`src/sv/mss_pkg.sv`:
```
// Shared widths and register codes for the multi-axis speed sync unit.
// No dependencies; imported by every module of the block.
package mss_pkg;

  localparam int unsigned NUM_AXES = 6;
  localparam int unsigned STEP_W   = 21;
  localparam int unsigned LIM_W    = 16;
  localparam int unsigned PROD_W   = LIM_W + STEP_W;

  localparam int unsigned IN_TDATA_W  = ((NUM_AXES * STEP_W + 7) / 8) * 8;
  localparam int unsigned OUT_TDATA_W = ((2 * NUM_AXES * LIM_W + 7) / 8) * 8;

  localparam logic [LIM_W-1:0] SPEED_LIMIT_RST = 16'd500;
  localparam logic [LIM_W-1:0] ACCEL_LIMIT_RST = 16'd2000;

  typedef enum logic {
    REG_SPEED_LIMIT = 1'b0,
    REG_ACCEL_LIMIT = 1'b1
  } reg_idx_e;

endpackage

```
`src/sv/mss_skid.sv`:
```
// Output register with a skid slot; stalls the pipeline only while the slot is full.
// Depends on mss_pkg.
module mss_skid import mss_pkg::*; #(
  parameter int unsigned W = OUT_TDATA_W
) (
  input  logic         clk_i,
  input  logic         rst_ni,
  input  logic         valid_i,
  input  logic [W-1:0] data_i,
  output logic         en_o,
  output logic         valid_o,
  output logic [W-1:0] data_o,
  input  logic         ready_i
);

  logic         out_v_q;
  logic         out_v_d;
  logic [W-1:0] out_q;
  logic [W-1:0] out_d;
  logic         skid_v_q;
  logic         skid_v_d;
  logic [W-1:0] skid_q;
  logic         arrive;

  assign en_o   = !skid_v_q;
  assign arrive = valid_i && !skid_v_q;

  always_comb begin
    out_v_d  = out_v_q;
    out_d    = out_q;
    skid_v_d = skid_v_q;
    if (out_v_q && !ready_i) begin
      // hold the output, park a new item in the skid slot
      if (arrive) begin
        skid_v_d = 1'b1;
      end
    end else if (skid_v_q) begin
      out_v_d  = 1'b1;
      out_d    = skid_q;
      skid_v_d = 1'b0;
    end else begin
      out_v_d = arrive;
      out_d   = data_i;
    end
  end

  always_ff @(posedge clk_i or negedge rst_ni) begin
    if (!rst_ni) begin
      out_v_q  <= 1'b0;
      skid_v_q <= 1'b0;
    end else begin
      out_v_q  <= out_v_d;
      skid_v_q <= skid_v_d;
    end
  end

  always_ff @(posedge clk_i) begin
    out_q <= out_d;
    if (arrive && out_v_q && !ready_i) begin
      skid_q <= data_i;
    end
  end

  assign valid_o = out_v_q;
  assign data_o  = out_q;

endmodule

```
`config.mk`:
```
export PLATFORM = sky130hd
export DESIGN_NAME = mss_skid
export DESIGN_NICKNAME = d
export VERILOG_FILES = /design/src/sv/mss_pkg.sv /design/src/sv/mss_skid.sv
export SDC_FILE = /design/constraint.sdc
export NUM_CORES = 1
export LEC_CHECK = 0
export BUFFER_PORTS_ARGS = -buffer_cell sky130_fd_sc_hd__buf_2
export CORE_UTILIZATION = 52
export CTS_CLUSTER_SIZE = 30
export DETAILED_ROUTE_END_ITERATION = 8
export GPL_TIMING_DRIVEN = 0
export PLACE_DENSITY = 0.86
export SLEW_MARGIN = 0
export SYNTH_ARGS = -nofsm -noshare
export SYNTH_HDL_FRONTEND = slang
export SYNTH_SLANG_ARGS = --single-unit
```
`constraint.sdc`:
```
create_clock -name clk_i -period 29.9 [get_ports clk_i]
set_input_delay 5.98 -clock clk_i [delete_from_list [all_inputs] [get_ports clk_i]]
set_output_delay 5.98 -clock clk_i [all_outputs]
set_load 0.1 [all_outputs]
```
* Word-level counts from Yosys, hierarchy flattened *
Index checks and enable logic that the tools add are counted.

storage, ports and cells
  register bits after elaboration = 386
  word-level logic and storage cells = 15
  input bits = 196

operators by class
  multiplexer cells = 4
  reduce and logical (&&, ||, !) cells = 6
  eq/ne operators = 1

operators with widths
  kind                                  number
  192-bit 2-to-1 mux                    1
  1-bit logical AND                     4
  1-bit 2-to-1 mux                      3
  1-bit zero test                       2
  2-bit != test, second input constant  1

* Logic depth before layout (Yosys ltp) *
  depth in word-level cells = 4
  gate-level depth with buffers = 5
  gate-level depth less buffers = 2

* Least setup slack after synthesis *
OpenSTA, ideal clock, no wires.

  path type = input to register
  start point = input ready_i
  end point = register skid_q[0], enable pin
  path buffers = 0
  arrival time = 25.727 ns
  required time = 26.718 ns
  path slack = 0.991 ns
  stages on the path = 2
  cell sequence = nand2b_1 nor3b_1

on the way
  longest elaborated chain between the ends = 2

RTL lines
  what                  line            RTL
  start, declared       mss_skid.sv:13  input logic ready_i
  1-bit zero test       mss_skid.sv:59  if (arrive && out_v_q && !ready_i) begin
  1-bit logical AND     mss_skid.sv:59
  end signal, assigned  mss_skid.sv:60  skid_q <= data_i;
  end, declared         mss_skid.sv:22  logic [W-1:0] skid_q;

Every way passes these cells.
A chain may end at the register's enable or synchronous reset.

* Final worst setup path *
  start point = input ready_i
  end point = register skid_q[49], enable pin

Same word-level chain as after synthesis.

==> results by group <==
Timing
  – Final Max Slew Viols: 0
  – Clk_skew: 0.00746 ns
  – Setup TNS: 0 ns
  – FMAX: 0.116 GHz
  – Setup WS post-layout: 21.24 ns
  – Final hold violation count: 0
  – Tmin final: 8.66 ns
  – Tcrit/Tclk final: 28.9%
  – Final setup violation count: 0
  – Relative slew slack: 41.2%
  – Slew of the pin with the lowest slew margin: 0.881 ns
  – Unrepaired setup endpoints after global routing: false

Power and ir drop
  – Sw Ratio: 30.8%
  – Clock network fraction of total power: 33.0%
  – Combinational power share: 21.2%
  – Peak VDD IR: 0.0000590 V
  – Seq pwr share: 45.8%
  – Pleak: 7.40 nW
  – Sw Pwr: 439 uW
  – PwrDens: 76.9 mW/mm^2
  – Pint: 984 uW

Critical path
  – Worst setup SP type: input port
  – FF-to-FF path depth: 10
  – CP Data Arrival Time: 8.87 ns
  – Required @ worst endpoint: 30.11 ns
  – Critical path type: input port to register
  – Setup crit end kind: register
  – Crit path max fanout: 63

Drt
  – Vias post-DR: 7439
  – Post-route ant nets: 0
  – Drt wl/cell: 20.8 um
  – Iteration-0 DRC Markers: 464
  – DR DRC count: 0
  – Routed vias/inst: 5.08
  – First-pass iteration count of the detailed router: 6
  – Routed WL: 30400 um

Placed design
  – DP Area: 0.0173 mm^2
  – IO buf count: 389
  – DP Wirelength: 21500 um
  – Placer Congestion: 0.783
  – Place WS: 20.69 ns

Global route
  – First-pass GRT wire length: 44900 um
  – Number of global-route vias before repair: 7876
  – Gr ovfl total: 0
  – Overall routing resource usage: 20.9%
  – Largest net degree at the start of global routing: 70
  – Initial antenna violation count: 7

Clock network
  – Root buf cell: clkbuf_16
  – Post_cts resized: 0
  – Clock Pin Slew Worst Setup and Hold Paths: 0.06 ns
  – Hold-fix buffers at CTS: 0
  – CTS tree: built
  – TritonCTS Buffers: 40
  – Post-CTS setup buffer count: 0
  – H-Tree Depth: 2
  – Longest Clk Path Bufs: 3
  – Clk sinks: 386
  – Clk_lat worst skew: 0.51 ns

Floorplan
  – # rows: 60
  – # IOs: 390
  – Core area: 0.0272 mm^2
  – Chip height: 169 um
  – Die W: 169 um
  – Initial core utilization: 53.5%
  – DIE AREA: 0.0286 mm^2

Layout
  – Final instance area: 0.0185 mm^2
  – Share of layout cells above drive strength 1: 62.7%
  – Multi-input combinational cell area: 0.00275 mm^2
  – Register area: 0.0116 mm^2
  – Layout area overhead: 27.2%
  – FILL cells: 1712
  – Layout Nets: 1254

Yosys
  – Area of the mapped netlist: 0.0145 mm^2
  – Mean Syn Cell Area: 24.0 um^2
  – Top post-synthesis cells by area: edfxtp_1 (79%), mux2_4 (15%), mux2_2 (3.5%), buf_6 (1.4%), dfrtp_1 (0.34%)
  – Synth Instances: 606
  – Synthesis-stage register bit count: 386
  – Synth unique cells: 11
  – Share of the synthesized area in the top cell type: 79.3%
  – Yosys top cell by area: edfxtp_1
  – Number of synthesis warnings: 0
  – Syn_nets: 802
  – Post-synthesis sequential area ratio: 79.6%

Run
  – Max Cap Violations: 0

Run status
  – Outcome: finished, final reports clean

Min path
  – Hold WC Path Type: register to register
  – Hold Path Depth: 1
[synthesized netlist by cell type (all sizes together)]
cell,number
nor2,2
inv,1
nor3b,1
buf,22
nand2,1
dfrtp,2
nand2b,1
edfxtp,384
mux2,192
[worst paths after layout]
| kind | start | slack [ns] | to |
|---|---|---|---|
| min in group asynchronous | rst_ni | 5.24 | valid_o |
| min | skid_q[50] | 0.54 | data_o[50] |
| max | ready_i | 21.24 | skid_q[49] |
| max reg2reg | valid_o | 26.49 | skid_q[49] |
| min reg2reg | skid_q[50] | 0.54 | data_o[50] |
| max in group asynchronous | rst_ni | 24.57 | skid_v_q |
[registers in the layout, indices dropped and copies added, names as in the netlist]
register / flops
data_o: 192
skid_q: 192
skid_v_q: 1
valid_o: 1
[metal layers]
| metal | GRT usage [%] | vias to the layer above | part of all wire, % |
|---|---|---|---|
| met5 | 0 | - | 0.15 |
| met4 | 8.38 | 6 | 3.3 |
| met3 | 6.46 | 67 | 8.6 |
| met2 | 36.2 | 331 | 51 |
| met1 | 24.3 | 3689 | 37 |
| li1 | - | 3346 | - |
[area by class of cell]
| type | instances | area share (%) |
|---|---|---|
| antenna | 4 | 0.0541 |
| buffer | 22 | 1.20 |
| clock buffer | 50 | 5.73 |
| clock inverter | 22 | 1.00 |
| inverter | 1 | 0.0203 |
| multi-input combinational | 197 | 14.9 |
| sequential | 386 | 62.6 |
| tap | 372 | 2.51 |
| timing repair buffer | 410 | 12.1 |
[power groups by stage]
stage	sequential (mW)	combinational (mW)	clock [mW]
after floorplan	0.857	0.0582	0
after global placement	0.684	0.292	0
after detailed placement	0.662	0.303	0
after CTS	0.652	0.304	0.480
after global routing	0.654	0.310	0.500
final	0.651	0.302	0.470
[worst max-delay path, stage by stage]
cell      delay (ns)
buf_2           0.11
nand2b_4        0.55
nor3b_2         0.75
buf_6           0.24
buf_6           0.18
buf_8           0.17
buf_6           0.16
buf_8           0.16
buf_8           0.16
buf_6           0.18
buf_6           0.19
[logic make-up after synthesis]
kind of cell / after synthesis / synth area share (%)
muxes: 192 / 18.7
DFF: 386 / 79.6
buffers and inverters: 23 / 1.56
and+or+nand+nor: 5 / 0.172
[per-stage QoR]
step	hold slack (ns)	power, mW	util (%)	cells
final	0.543	1.42	68.1	1464
after global routing	0.558	1.46	68.1	1463
after CTS	0.541	1.43	68.1	1460
after detailed placement	0.531	0.965	63.5	1388
after global placement	0.528	0.977	62.4	1367
after floorplan	0.523	0.916	-	606
[placed cells by master, fill, tap and decap left out, drive strengths merged]
cell	netlist	final
nor2	2	2
diode	0	4
dfrtp	2	2
nor3b	1	1
inv	1	1
clkbuf	0	50
buf	22	432
clkinv	0	17
nand2b	1	1
edfxtp	384	384
clkinvlp	0	2
bufinv	0	3
nand2	1	1
mux2	192	192
Note: power is estimated with default switching activity, not from simulation.
